===== src/matrix_multiply_engine_top_macros.svh =====
// Assertion macros used by the engine's top module.
`ifndef MATRIX_MULTIPLY_ENGINE_TOP_MACROS_SVH
`define MATRIX_MULTIPLY_ENGINE_TOP_MACROS_SVH

// Same-cycle implication, held off while reset is asserted.
`define MME_ASSERT_NOW(label, clk, rst_n, ante, cons, msg) \
	label: assert property (@(posedge clk) disable iff (!rst_n) (ante) |-> (cons)) \
		else $error(msg);

// Next-cycle implication, held off while reset is asserted.
`define MME_ASSERT_NEXT(label, clk, rst_n, ante, cons, msg) \
	label: assert property (@(posedge clk) disable iff (!rst_n) (ante) |=> (cons)) \
		else $error(msg);

`endif


===== src/mme_ram.sv =====
module mme_ram #(
	parameter int WIDTH = 16,
	parameter int DEPTH = 256
) (
	input  logic                                    clk,
	input  logic                                    we,
	input  logic [(DEPTH > 1 ? $clog2(DEPTH) : 1)-1:0] waddr,
	input  logic [WIDTH-1:0]                        wdata,
	input  logic [(DEPTH > 1 ? $clog2(DEPTH) : 1)-1:0] raddr,
	output logic [WIDTH-1:0]                        rdata
);

	logic [WIDTH-1:0] mem_q [DEPTH];

	// One write port and one registered read port.
	always_ff @(posedge clk) begin
		if (we) begin
			mem_q[waddr] <= wdata;
		end
		rdata <= mem_q[raddr];
	end

endmodule


===== config.mk =====
export PLATFORM = sky130hd
export DESIGN_NAME = mme_ram
export DESIGN_NICKNAME = d
export VERILOG_FILES = /design/src/matrix_multiply_engine_top_macros.svh /design/src/mme_ram.sv
export SDC_FILE = /design/constraint.sdc
export NUM_CORES = 2
export LEC_CHECK = 0
export BUFFER_PORTS_ARGS = -buffer_cell sky130_fd_sc_hd__buf_4
export CAP_MARGIN = 20
export CORE_MARGIN = 2
export CORE_UTILIZATION = 25
export DETAILED_ROUTE_END_ITERATION = 7
export MAX_ROUTING_LAYER = met4
export SLEW_MARGIN = 25
export SYNTH_ARGS = -nofsm -noshare
export SYNTH_HDL_FRONTEND = slang
export SYNTH_SLANG_ARGS = --single-unit
export TNS_END_PERCENT = 10

===== constraint.sdc =====
create_clock -name clk -period 2.4 [get_ports clk]
set_clock_uncertainty 0.15 [all_clocks]
set_input_delay 0 -clock clk [delete_from_list [all_inputs] [get_ports clk]]
set_output_delay 0 -clock clk [all_outputs]
set_load 0.03 [all_outputs]

### Word level (Yosys, flattened, before mapping)

Memories as Yosys holds them, arrays and structs flattened. A register that Yosys moved wholly into a read port is not among the register bits.
Cells that the tools add are included.

| storage, ports and cells | value |
|---|---|
| word-level logic and storage cells | 3 |
| memories | 1 |
| output and inout bits | 16 |
| bits in registers | 0 |
| bits of input ports | 34 |
| RAM bits | 4096 |

Memory list:

| name | depth | bits a word | read ports | clocked after memory_dff | write ports | line | text |
|---|---|---|---|---|---|---|---|
| mem_q | 256 | 16 | 1 | 1 | 1 | mme_ram.sv:13 | `logic [WIDTH-1:0] mem_q [DEPTH];` |

| operators by class | value |
|---|---|
| multiplexer cells | 2 |

Operator list:

| kind | count |
|---|---|
| 1-bit 2-to-1 mux | 2 |

### Longest topological paths before layout

| depth | value |
|---|---|
| depth after elaboration | 2 |
| gate-level depth with buffers | 12 |
| depth with buffers taken out | 6 |

### Worst setup path before layout

Ideal clock, no wire load.

| timing path | value |
|---|---|
| path kind | input-to-reg |
| start | input waddr[3] in the netlist's numbering |
| end | memory mem_q[235][0], enable pin |
| path buffers | 3 |
| cell stages on the path | 6 |
| library setup time | 0.388 ns |
| arrival | 1.777 ns |
| slack | 0.085 ns |
| data required time | 1.862 ns |
| path through | clkbuf_1 nor2b_1 clkbuf_1 nand4_1 clkbuf_1 nor2_1 |

RTL lines:

| what | line | text |
|---|---|---|
| start: declaration | mme_ram.sv:7 | `input logic [(DEPTH > 1 ? $clog2(DEPTH) : 1)-1:0] waddr,` |
| end: declaration | mme_ram.sv:13 |  |

Straight into the memory's write port.

==> key figures <==
Critical path
  – Delay-heaviest family, CP: multiplexers
  – R2R Path Start: mem_q[21][8]
  – CP Depth: 6
  – Cell Chain, Critical Path: mux4_2 -> mux4_2 -> a22o_4 -> o32ai_4 -> buf_4 -> nor4_2
  – CP endpoint: rdata[8]
  – Worst setup path start: mem_q[21][8]
  – Crit path capture type: flip-flop
  – WP buf/inv: 1
  – Worst EP arrival: 3.44 ns
  – Slowest CP cell: mux4_2
  – CP Max Fanout: 1
  – CP startpoint kind: flip-flop
  – Reg2reg end: rdata[8]
  – Critical Path Most Common Cell: mux4_2
  – Reg2Reg Depth: 6
  – Required time worst endpoint: 3.10 ns
  – Crit path kind: reg -> reg
  – Flop2flop setup slack: -0.34 ns
  – Slowest stage delay, CP: 0.58 ns

Global route
  – Initial antenna violation count: 39
  – Vias in the first global route: 80610
  – Pin count of the biggest net entering global routing: 117
  – Wire length of the first global-routing pass: 636.2 mm
  – Final global-route overflow total: 0
  – Overall Global Routing Usage: 14.05%

Layout
  – Share of cells above drive strength 1: 32.28%
  – # fillers: 60270
  – NumNets Final: 8647
  – Final Non-Filler Cells: 17340
  – Post-layout instance area: 193900 sq um
  – Final core utilization: 30.66%
  – Area grow syn2layout: 22.16%
  – Multi-input logic area: 33720 sq um
  – Sequential Area: 123300 sq um

Clocking
  – Clk buf depth: 4
  – Root Driver: clkbuf_16
  – CTS Buf Count: 396
  – H-Tree Depth: 5
  – Worst-path clk slew: 0.06 ns
  – CTS tree: built
  – Clock Latency Late Sink: 1.04 ns
  – # clock sinks: 4112

Place
  – Placed inst area: 179400 sq um
  – DPL Wire Length: 283.5 mm
  – Placed Cells: 16530
  – Dpl ws: -1.166 ns
  – Port Buffers: 49
  – Final GP Congestion: 0.8842

Drt
  – First drt pass iteration count: 6
  – Starting DRC count in detailed routing: 10280
  – Vias: 82000
  – Via/cell ratio: 4.729
  – WL final: 455.2 mm
  – Post-route DRC: 0
  – Routed length per instance: 26.25 um
  – Antenna-violating nets left: 0

Floorplanning
  – Initial Utilization: 25.10%
  – Die extent in y: 800.8 um
  – Cell Rows: 292
  – Die area: 641200 sq um
  – Horiz. Die Dim: 800.8 um
  – I/O pins: 50
  – Core Region: 632400 sq um

Yosys
  – Count of cell types in the netlist: 52
  – Post-synth top area share: 77.50%
  – Ys flop type: edfxtp_1
  – Post-synth top area cell: edfxtp_1
  – Cell area after synthesis: 158700 sq um
  – Post-synthesis cell count: 7360
  – Synth Register Bits: 4112
  – Synth warn: 0
  – Syn avg cell area: 21.56 sq um
  – Asr flop ratio synth: 0%
  – Register area share after synthesis: 77.70%
  – Post-synth net total: 7394
  – Synth area leaders: edfxtp_1 77%, mux4_2 11%, mux2i_1 3.6%, o221ai_1 1.4%, nor2_1 0.72%
  – Post-synth EDFFs: 4096

STA
  – Period minus WS final: 2.741 ns
  – Achievable frequency: 364.8 MHz
  – Slew Viols, Final: 0
  – RSZ-0062 raised after global routing: yes
  – Slew HR: 31.96%
  – Final TNS setup: -2.568 ns
  – Period utilization: 114.2%
  – Final hold violations: 0
  – # setup viols final: 15
  – Slew @ Worst Pin: 1.021 ns
  – Final setup margin: -0.3411 ns

Power and ir drop
  – Sw Ratio: 22.18%
  – Psw: 33.48 mW
  – Leakage: 61.60 nW
  – Cell Pwr Density: 778.4 nW/um^2
  – Logic pwr share: 6.2%
  – Clock power frac: 41.3%
  – Sequential share of power: 52.6%
  – Internal power: 117.4 mW
  – Highest ir drop seen on vdd: 710.8 uV

Flow run
  – Max Cap Viol: 0

Run status
  – Violated checks: negative setup slack
  – Status: finished with violations

Hold path
  – Hold Path Class: in -> reg
## flip-flops by register name, indices dropped and copies added, names as in the netlist
| register | flops |
|---|---|
| mem_q | 4096 |
| rdata | 16 |
## metal layers
layer	up-vias	track usage, %	part of all wire, %
li1	33810	-	-
met1	43940	18.43	41
met2	3607	22.42	48
met3	646	2.131	7.7
met4	0	4.657	3.7
met5	-	-	0
## worst min path at each step
stage                    from             to  slack, ns  cells after the start
global placement    wdata[14]  mem_q[84][14]       0.13                      1
CTS                  raddr[3]       rdata[4]      0.002                      6
detailed placement  wdata[14]  mem_q[84][14]       0.13                      1
global route         raddr[3]       rdata[4]       0.05                      6
finish               raddr[3]       rdata[4]       0.05                      6
floorplan            wdata[0]    mem_q[0][0]      -0.05                      0
## synth_stat cells (all sizes together), types with 18 or more instances
master / count
edfxtp: 4096
mux4: 797
mux2i: 565
nor2: 304
o221ai: 253
clkbuf: 230
buf: 222
a21oi: 175
o22ai: 148
nor3: 92
mux2: 88
a22oi: 43
nand2: 38
o21ai: 38
nand3: 35
a22o: 32
a221oi: 28
nand4: 26
o32ai: 21
a211oi: 18
nor4: 18
## cell usage in the layout (no fill, tap or decap), types with 30 or more instances in the layout
cell           instances
clkinv_2              70
dlygate4sd3_1         49
bufinv_16             35
buf_4                964
o22ai_1              148
clkinv_1              78
a22oi_1               30
mux4_2               797
mux2i_1              565
clkbuf_1              89
a21oi_1              174
nor2_1               228
buf_12               251
nor3_1                88
o21ai_0               37
edfxtp_1            4096
nand2_1               35
nor2_2                75
o221ai_1             251
mux2_2                83
clkbuf_16            397
## cells by family (layout without fill, tap and decap cells)
family,Yosys count,count (layout),synth area share [%]
and+or+nand+nor,556,556,1.574
buffers and inverters,456,2036,1.693
muxes,1450,1450,15.50
AOI/OAI and AO/OA,786,786,3.537
other,0,21,0
DFF,4112,4112,77.70
## stage by stage
stage / hold WS, ns / power (mW)
floorplan: -0.05113 / 84.75
global placement: 0.1295 / 89.69
detailed placement: 0.1266 / 89.78
CTS: 0.002032 / 151.8
global route: 0.04818 / 154.9
finish: 0.04588 / 150.9
## power groups by stage
stage / combinational (mW) / sequential (mW) / clock, mW
floorplan: 3.91 / 80.8 / 0
global placement: 8.79 / 80.9 / 0
detailed placement: 8.87 / 80.9 / 0
CTS: 9.23 / 79.4 / 63.2
global route: 9.68 / 79.3 / 65.9
finish: 9.30 / 79.4 / 62.3
## worst min-delay path, cell delays in order
cell	delay, ns
buf_4	0.20
buf_4	0.40
nor3_1	0.13
nor4_1	0.17
buf_4	0.16
nor4_2	0.04
## layout make-up
cell class / count / share of cell area, %
antenna: 21 / 0.02710
inverter: 4 / 0.01420
timing repair buffer: 1307 / 6.896
sequential: 4112 / 63.60
clock buffer: 488 / 5.310
multi-input combinational: 2792 / 17.39
clock inverter: 237 / 1.349
tap: 8379 / 5.407
## repair_timing
item / CTS / global route
hold buffers: 69 / 2
gates resized for setup: 60 / 75
buffers inserted: 0 / 0
endpoints found under the hold margin: 8146 / 1
pin swaps: 5 / 29
setup endpoints to repair: 16 / 312
(Power assumes the default switching activity.)
