**src/matrix_multiply_engine_top_macros.svh**
```systemverilog
// Assertion macros used by the engine's top module.
`ifndef MATRIX_MULTIPLY_ENGINE_TOP_MACROS_SVH
`define MATRIX_MULTIPLY_ENGINE_TOP_MACROS_SVH

// Same-cycle implication, held off while reset is asserted.
`define MME_ASSERT_NOW(label, clk, rst_n, ante, cons, msg) \
	label: assert property (@(posedge clk) disable iff (!rst_n) (ante) |-> (cons)) \
		else $error(msg);

// Next-cycle implication, held off while reset is asserted.
`define MME_ASSERT_NEXT(label, clk, rst_n, ante, cons, msg) \
	label: assert property (@(posedge clk) disable iff (!rst_n) (ante) |=> (cons)) \
		else $error(msg);

`endif

```
**src/mme_pkg.sv**
```systemverilog
package mme_pkg;

	// Fixed field widths of the request, result and configuration words.
	localparam int IDX_W     = 4;
	localparam int IN_ELEM_W = 16;
	localparam int RES_W     = 32;
	localparam int DIM_W     = 5;
	localparam int CFG_IDX_W = 2;

	// Defaults for the top-level parameters.
	localparam int MAX_DIM_DEF    = 16;
	localparam int ELEM_WIDTH_DEF = 16;

	// Reset value of every dimension register.
	localparam logic [DIM_W-1:0] DIM_RESET = 5'd16;

	// Configuration register indexes.
	localparam logic [CFG_IDX_W-1:0] CFG_LEFT_ROWS  = 2'd0;
	localparam logic [CFG_IDX_W-1:0] CFG_INNER_SIZE = 2'd1;
	localparam logic [CFG_IDX_W-1:0] CFG_RIGHT_COLS = 2'd2;

	// Request kinds; the fourth code carries no meaning and is dropped.
	typedef enum logic [1:0] {
		REQ_LOAD_LEFT  = 2'd0,
		REQ_LOAD_RIGHT = 2'd1,
		REQ_QUERY      = 2'd2
	} req_kind_t;

	// Sequencer states.
	typedef enum logic [1:0] {
		ST_IDLE,
		ST_RUN,
		ST_DRAIN,
		ST_FINISH
	} mme_state_t;

	// Control from the sequencer to the multiply-accumulate unit.
	typedef struct packed {
		logic clear;
		logic issue;
	} mac_ctrl_t;

	// Status from the multiply-accumulate unit.
	typedef struct packed {
		logic busy;
	} mac_stat_t;

endpackage

```
**src/mme_mac.sv**
```systemverilog
module mme_mac import mme_pkg::*; #(
	parameter int MAX_DIM    = MAX_DIM_DEF,
	parameter int ELEM_WIDTH = ELEM_WIDTH_DEF
) (
	input  logic                         clk,
	input  logic                         arst_n,
	input  mac_ctrl_t                    ctrl,
	input  logic signed [ELEM_WIDTH-1:0] a,
	input  logic signed [ELEM_WIDTH-1:0] b,
	output mac_stat_t                    stat,
	output logic signed [RES_W-1:0]      sum
);

	localparam int PROD_W = 2 * ELEM_WIDTH;
	localparam int GROW_W = PROD_W + $clog2(MAX_DIM) + 1;
	localparam int ACC_W  = GROW_W > RES_W + 1 ? GROW_W : RES_W + 1;

	localparam logic signed [RES_W:0] SAT_HI33 = 33'sh0_7FFF_FFFF;
	localparam logic signed [RES_W:0] SAT_LO33 = 33'sh1_8000_0000;
	localparam logic signed [ACC_W-1:0] SAT_HI = ACC_W'(SAT_HI33);
	localparam logic signed [ACC_W-1:0] SAT_LO = ACC_W'(SAT_LO33);

	logic                     v_s1;
	logic                     v_s2;
	logic signed [PROD_W-1:0] prod_s2;
	logic signed [ACC_W-1:0]  acc_q;

	// Valid flags follow the store read latency and then the multiplier register.
	always_ff @(posedge clk or negedge arst_n) begin
		if (!arst_n) begin
			v_s1 <= 1'b0;
			v_s2 <= 1'b0;
		end else begin
			v_s1 <= ctrl.issue;
			v_s2 <= v_s1;
		end
	end

	// Shared multiplier followed by the accumulator.
	always_ff @(posedge clk) begin
		if (v_s1) begin
			prod_s2 <= a * b;
		end
		if (ctrl.clear) begin
			acc_q <= '0;
		end else if (v_s2) begin
			acc_q <= acc_q + ACC_W'(prod_s2);
		end
	end

	assign stat.busy = v_s1 | v_s2;

	// Clamp the running sum to the signed 32-bit range.
	always_comb begin
		if (acc_q > SAT_HI) begin
			sum = SAT_HI33[RES_W-1:0];
		end else if (acc_q < SAT_LO) begin
			sum = SAT_LO33[RES_W-1:0];
		end else begin
			sum = acc_q[RES_W-1:0];
		end
	end

endmodule

```
**config.mk**
```make
export PLATFORM = sky130hd
export DESIGN_NAME = mme_mac
export DESIGN_NICKNAME = d
export VERILOG_FILES = /design/src/matrix_multiply_engine_top_macros.svh /design/src/mme_pkg.sv /design/src/mme_mac.sv
export SDC_FILE = /design/constraint.sdc
export NUM_CORES = 1
export LEC_CHECK = 0
export BUFFER_PORTS_ARGS = -buffer_cell sky130_fd_sc_hd__buf_2
export CAP_MARGIN = 20
export CORE_MARGIN = 10
export CORE_UTILIZATION = 45
export DETAILED_ROUTE_END_ITERATION = 7
export GPL_ROUTABILITY_DRIVEN = 0
export GPL_TIMING_DRIVEN = 0
export PLACE_DENSITY = 0.69
export SETUP_SLACK_MARGIN = 0.02
export SLEW_MARGIN = 20
export SYNTH_ARGS = -nofsm -noshare
export SYNTH_HDL_FRONTEND = slang
export SYNTH_SLANG_ARGS = --single-unit
```
**constraint.sdc**
```tcl
create_clock -name clk -period 3.1 [get_ports clk]
set_input_delay 0.465 -clock clk [delete_from_list [all_inputs] [get_ports clk]]
set_output_delay 0.465 -clock clk [all_outputs]
set_load 0.05 [all_outputs]
```
# After elaboration in Yosys (flattened, before gate mapping)
# Index checks and enable logic that the tools add are counted.
# classes
n_reduce_logical	0
n_lt_le_gt_ge	2
bitwise_logic	1
shifts	0
n_div	0
eq_ne	0
muxes	2
addsub	1
n_mul	1
# ops
cell	count
32-bit 2-to-1 mux	2
37-bit by 32-bit adder with 37-bit output	1
37-bit by 32-bit greater-than comparator with 1-bit output, second input constant	1
37-bit by 32-bit less-than comparator with 1-bit output, second input constant	1
16-bit by 16-bit multiplier with 32-bit output	1
1-bit bitwise OR	1
# totals
word_cells	11
latchBits	0
n_memories	0
output_inout_bits	33
reg_bits	71
ram_bits	0
mem_bits_ro	0
in_bits	36

# Longest topological paths before layout
# depth
ltp_word	3
ltp_mapped	22
depth_no_buf	21

# Least setup slack after synthesis
# No wires, ideal clock.
# synth_path
path_kind	in2reg
startpoint	input a[15]
endpoint	register prod_s2[29], data pin
slack_ns	-3.001
required_ns	2.839
path_buffers	1
t_arrival_ns	5.840
setup_time_ns	0.261
stages	20
cell_sequence	clkbuf_1 -> nand2_1 -> inv_1 -> fa_1 -> fa_1 -> fa_1 -> fa_1 -> fa_1 -> inv_1 -> fa_1 -> inv_1 -> ha_1 -> a21o_1 -> a21o_1 -> a21o_1 -> a2111oi_0 -> a2bb2oi_1 -> a21boi_0 -> o21ai_0 -> a21oi_1
# synth_between
elab_chain_cells	1
# synth_rtl
item	line_no	text
start, declared	mme_mac.sv:8	input logic signed [ELEM_WIDTH-1:0] a,
16-bit by 16-bit multiplier with 32-bit output	mme_mac.sv:42	prod_s2 <= a * b;
end signal, assigned	mme_mac.sv:42	
end, declared	mme_mac.sv:25	logic signed [PROD_W-1:0] prod_s2;
# Every way passes these cells.
# A chain may end at the register's enable or synchronous reset.

# Worst setup path after layout
# layout_path
startpoint	input b[5]
endpoint	register prod_s2[31], data pin
# layout_between
elab_chain_cells	1
# layout_rtl
item	line_no	text
start, declared	mme_mac.sv:9	input logic signed [ELEM_WIDTH-1:0] b,
16-bit by 16-bit multiplier with 32-bit output	mme_mac.sv:42	
# Every way passes these cells.

==> impl_metrics.py <==
metrics = {
    "detailed_routing": {
        "antenna_left": 0,
        "vias": 11580,
        "drc": 0,
        "firstDrtPassIters": 5,
        "wl_per_cell_um": 17.4,
        "drt_iter0_drc": 820,
        "vias_per_cell": 5.18,
        "finalWirelength_um": 38800,
    },
    "clock_network": {
        "clk_pin_slew_worst_paths_ns": 0.06,
        "worstSkewPairLatency_ns": 0.34,
        "clk_path_buf_depth": 2,
        "tritoncts.num_buffers": 9,
        "ctsRootBufferMaster": "clkbuf_16",
        "cts_tree": "done",
        "clock-sinks": 71,
        "cts_max_level": 3,
    },
    "critical_path": {
        "cp_slowest_cell": "fa_1",
        "critPathMaxFanout": 6,
        "cp_common_cell": "fa_1",
        "cp.arrival_ns": 5.87,
        "cp_cell_sequence": "buf_12, clkbuf_16, and2_1, fa_1, inv_1, fa_1, fa_1, inv_1, fa_1, fa_1, inv_1, fa_1, inv_1, ha_1, o211ai_1, buf_4, o21ai_2, buf_4, o2111ai_4, a21o_1, and3_1, a311oi_2",
        "critPathCaptureType": "register",
        "setup.worst_path.class": "in -> reg",
        "path_delay_family": "adder cells",
        "cp_num_buf_inv": 8,
        "cpPeakStageDelay_ns": 0.58,
        "crit_required_ns": 3.25,
        "startpoint_type": "primary input",
    },
    "floorplan": {
        "initial_core_util_pct": 45.3,
        "die-area_um2": 40200,
        "placementRows": 66,
        "coreArea_um2": 32400,
        "die_y_um": 200,
        "die_width_um": 200,
        "ioPinCount": 69,
    },
    "yosys": {
        "synth_area_um2": 14700,
        "synth_commonest_cells": "inv_1 (337), fa_1 (263), nand2_1 (161), and2_1 (123), ha_1 (118)",
        "synth-async-reset-ratio_pct": 2.82,
        "yosysSeqAreaShare_pct": 11.9,
        "yosysWarnings": 0,
        "synth_seq_cells": 71,
        "netlist_instances": 1623,
        "yosysTopAreaCell": "fa_1",
        "synth_edf_count": 32,
        "synthTopCellsByArea": "fa_1 (36%), ha_1 (10%), inv_1 (8.6%), edfxtp_1 (6.6%), and2_1 (5.2%)",
        "synth_area_per_cell_um2": 9.03,
        "ys.flop_type": "dfxtp_1",
        "synth_fp_nets": 2040,
        "synth.distinct_cells": 79,
        "synth_top_area_share_pct": 35.9,
        "yosysMostFrequentCell": "inv_1",
    },
    "run_status": {
        "status": "finished, violations left",
        "violations": "setup timing",
    },
    "global_route": {
        "antenna_found_initial": 0,
        "grt_pass1_vias": 12243,
        "grt_pass1_wl_um": 63200,
        "grt_max_degree": 35,
        "grt-ovfl-total": 0,
        "grt_use_total_pct": 19.1,
    },
    "timing": {
        "min_period_over_period_pct": 184,
        "finalMaxSlewViolations": 0,
        "tightest_slew_ns": 0.832,
        "fmax_mhz": 175,
        "period_minus_slack_ns": 5.71,
        "skew_ns": 0.00738,
        "rsz0062_at_grt": "yes",
        "slew_headroom_pct": 44.5,
        "hold_violations": 0,
        "setup_slack_ns": -2.61,
        "setup_viol": 27,
    },
    "finish": {
        "syn_to_final_growth_pct": 23.9,
        "antenna_cells": 0,
        "stdcell_area_um2": 18200,
        "final_nets": 2205,
        "drive_above_1_share_pct": 22.5,
    },
    "hold_path": {
        "hp-class": "in -> reg",
    },
    "placed_design": {
        "place.port_buffers": 67,
        "place_area_um2": 16100,
        "place_hpwl_um": 31000,
    },
    "job": {
        "drv_cap": 0,
    },
}
-- through the flow --
step | hold slack, ns | utilization [%] | cells | setup WS, ns | setup TNS (ns)
after floorplan | 0.169 | - | 1623 | -2.73 | -49.37
after global placement | 0.250 | 49.9 | 2132 | -3.38 | -65.25
after detailed placement | 0.251 | 49.9 | 2132 | -3.44 | -66.92
after CTS | 0.229 | 54.7 | 2209 | -2.56 | -50.71
after global routing | 0.238 | 56.1 | 2235 | -2.82 | -56.80
final | 0.234 | 56.1 | 2235 | -2.61 | -52.64
-- worst register-to-register path, stage by stage, from the launching register on --
cell and delay (ns):
dfxtp_1 0.38, ha_1 0.22, inv_1 0.07, fa_1 0.42
nor2b_4 0.15, o31a_1 0.19, o31a_4 0.20, a21oi_4 0.10
a211oi_2 0.33, o211ai_2 0.16, or4_1 0.48, o211ai_1 0.10
-- registers in the layout (all words and copies together), names as in the netlist --
signal	flops
prod_s2	32
acc_q	37
v_s2	1
v_s1	1
-- cell usage in the layout, fill, tap and decap left out, types with 12 or more instances in the layout --
| cell type | Yosys | final |
|---|---|---|
| nand3_1 | 22 | 20 |
| clkbuf_1 | 50 | 19 |
| buf_4 | 1 | 69 |
| ha_4 | 0 | 29 |
| ha_1 | 118 | 84 |
| xor2_1 | 12 | 12 |
| nand2_2 | 0 | 14 |
| dfxtp_1 | 37 | 37 |
| fa_2 | 0 | 23 |
| o21a_1 | 14 | 14 |
| inv_1 | 337 | 303 |
| buf_2 | 3 | 45 |
| inv_2 | 0 | 33 |
| nand2_1 | 161 | 144 |
| clkbuf_16 | 0 | 23 |
| nor2_1 | 67 | 59 |
| edfxtp_1 | 32 | 32 |
| fa_1 | 263 | 240 |
| and2_4 | 0 | 15 |
| and2_1 | 123 | 108 |
| buf_6 | 0 | 26 |
| clkbuf_8 | 0 | 13 |
| xnor2_1 | 39 | 36 |
| a21o_1 | 56 | 56 |
| nor3_1 | 24 | 22 |
| a21oi_1 | 58 | 50 |
| o21ai_0 | 30 | 24 |
-- kinds of logic (layout without fill, tap and decap cells) --
| group | Yosys count | count (layout) | synth area share, % |
|---|---|---|---|
| AOI/OAI and AO/OA | 254 | 254 | 12.3 |
| buffers and inverters | 396 | 566 | 10.2 |
| xor gates and xnor gates | 51 | 51 | 3.05 |
| muxes | 12 | 12 | 0.828 |
| adders and majority gates | 381 | 381 | 46.0 |
| and+or+nand+nor | 458 | 458 | 15.7 |
| DFF | 71 | 71 | 11.9 |
-- per-layer routing --
| layer | vias up | wire length, um | share of wire (%) | GRT usage, % |
|---|---|---|---|---|
| met5 | - | 0 | 0 | 0 |
| met4 | 0 | 966 | 2.5 | 5.55 |
| met3 | 71 | 2290 | 5.9 | 2.84 |
| met2 | 355 | 18300 | 47 | 31.7 |
| met1 | 5695 | 17200 | 44 | 25.3 |
| li1 | 5459 | - | - | - |
-- area by class of cell --
cell class | count | area (um2)
flip-flops and latches | 71 | 1750
clock inverters | 6 | 83.8
inverters | 337 | 1270
fillers | 2783 | 14200
clock buffers | 10 | 239
repair buffers | 155 | 1320
multi-input cells | 1156 | 12300
plain buffers | 58 | 696
well taps | 442 | 553
-- worst paths after layout --
kind                                   startpoint                      to  slack (ns)  depth (start not counted)
setup / recovery                             b[5]   prod_s2[31]$_DFFE_PP_       -2.61                         22
hold reg to reg            acc_q[32]$_SDFFE_PP0P_  acc_q[32]$_SDFFE_PP0P_        0.51                          2
hold / removal                            ctrl[0]          v_s1$_DFF_PN0_        0.23                          1
min in group asynchronous                  arst_n          v_s1$_DFF_PN0_        0.44                          2
max in group asynchronous                  arst_n          v_s1$_DFF_PN0_        2.56                          2
setup reg to reg            acc_q[0]$_SDFFE_PP0P_  acc_q[36]$_SDFFE_PP0P_        0.24                         11
-- repair_timing --
item | in CTS | in global routing
hold buffers | 1 | 0
setup buffers | 59 | 27
endpoints found under the hold margin | 2 | 0
cloned | 2 | 1
gates resized for setup | 182 | 67
pin swaps | 70 | 40
endpoints found under the setup margin | 26 | 27
Power is not shown: default switching activity piles up to over one toggle a cycle in this logic, so the estimate is an artifact.
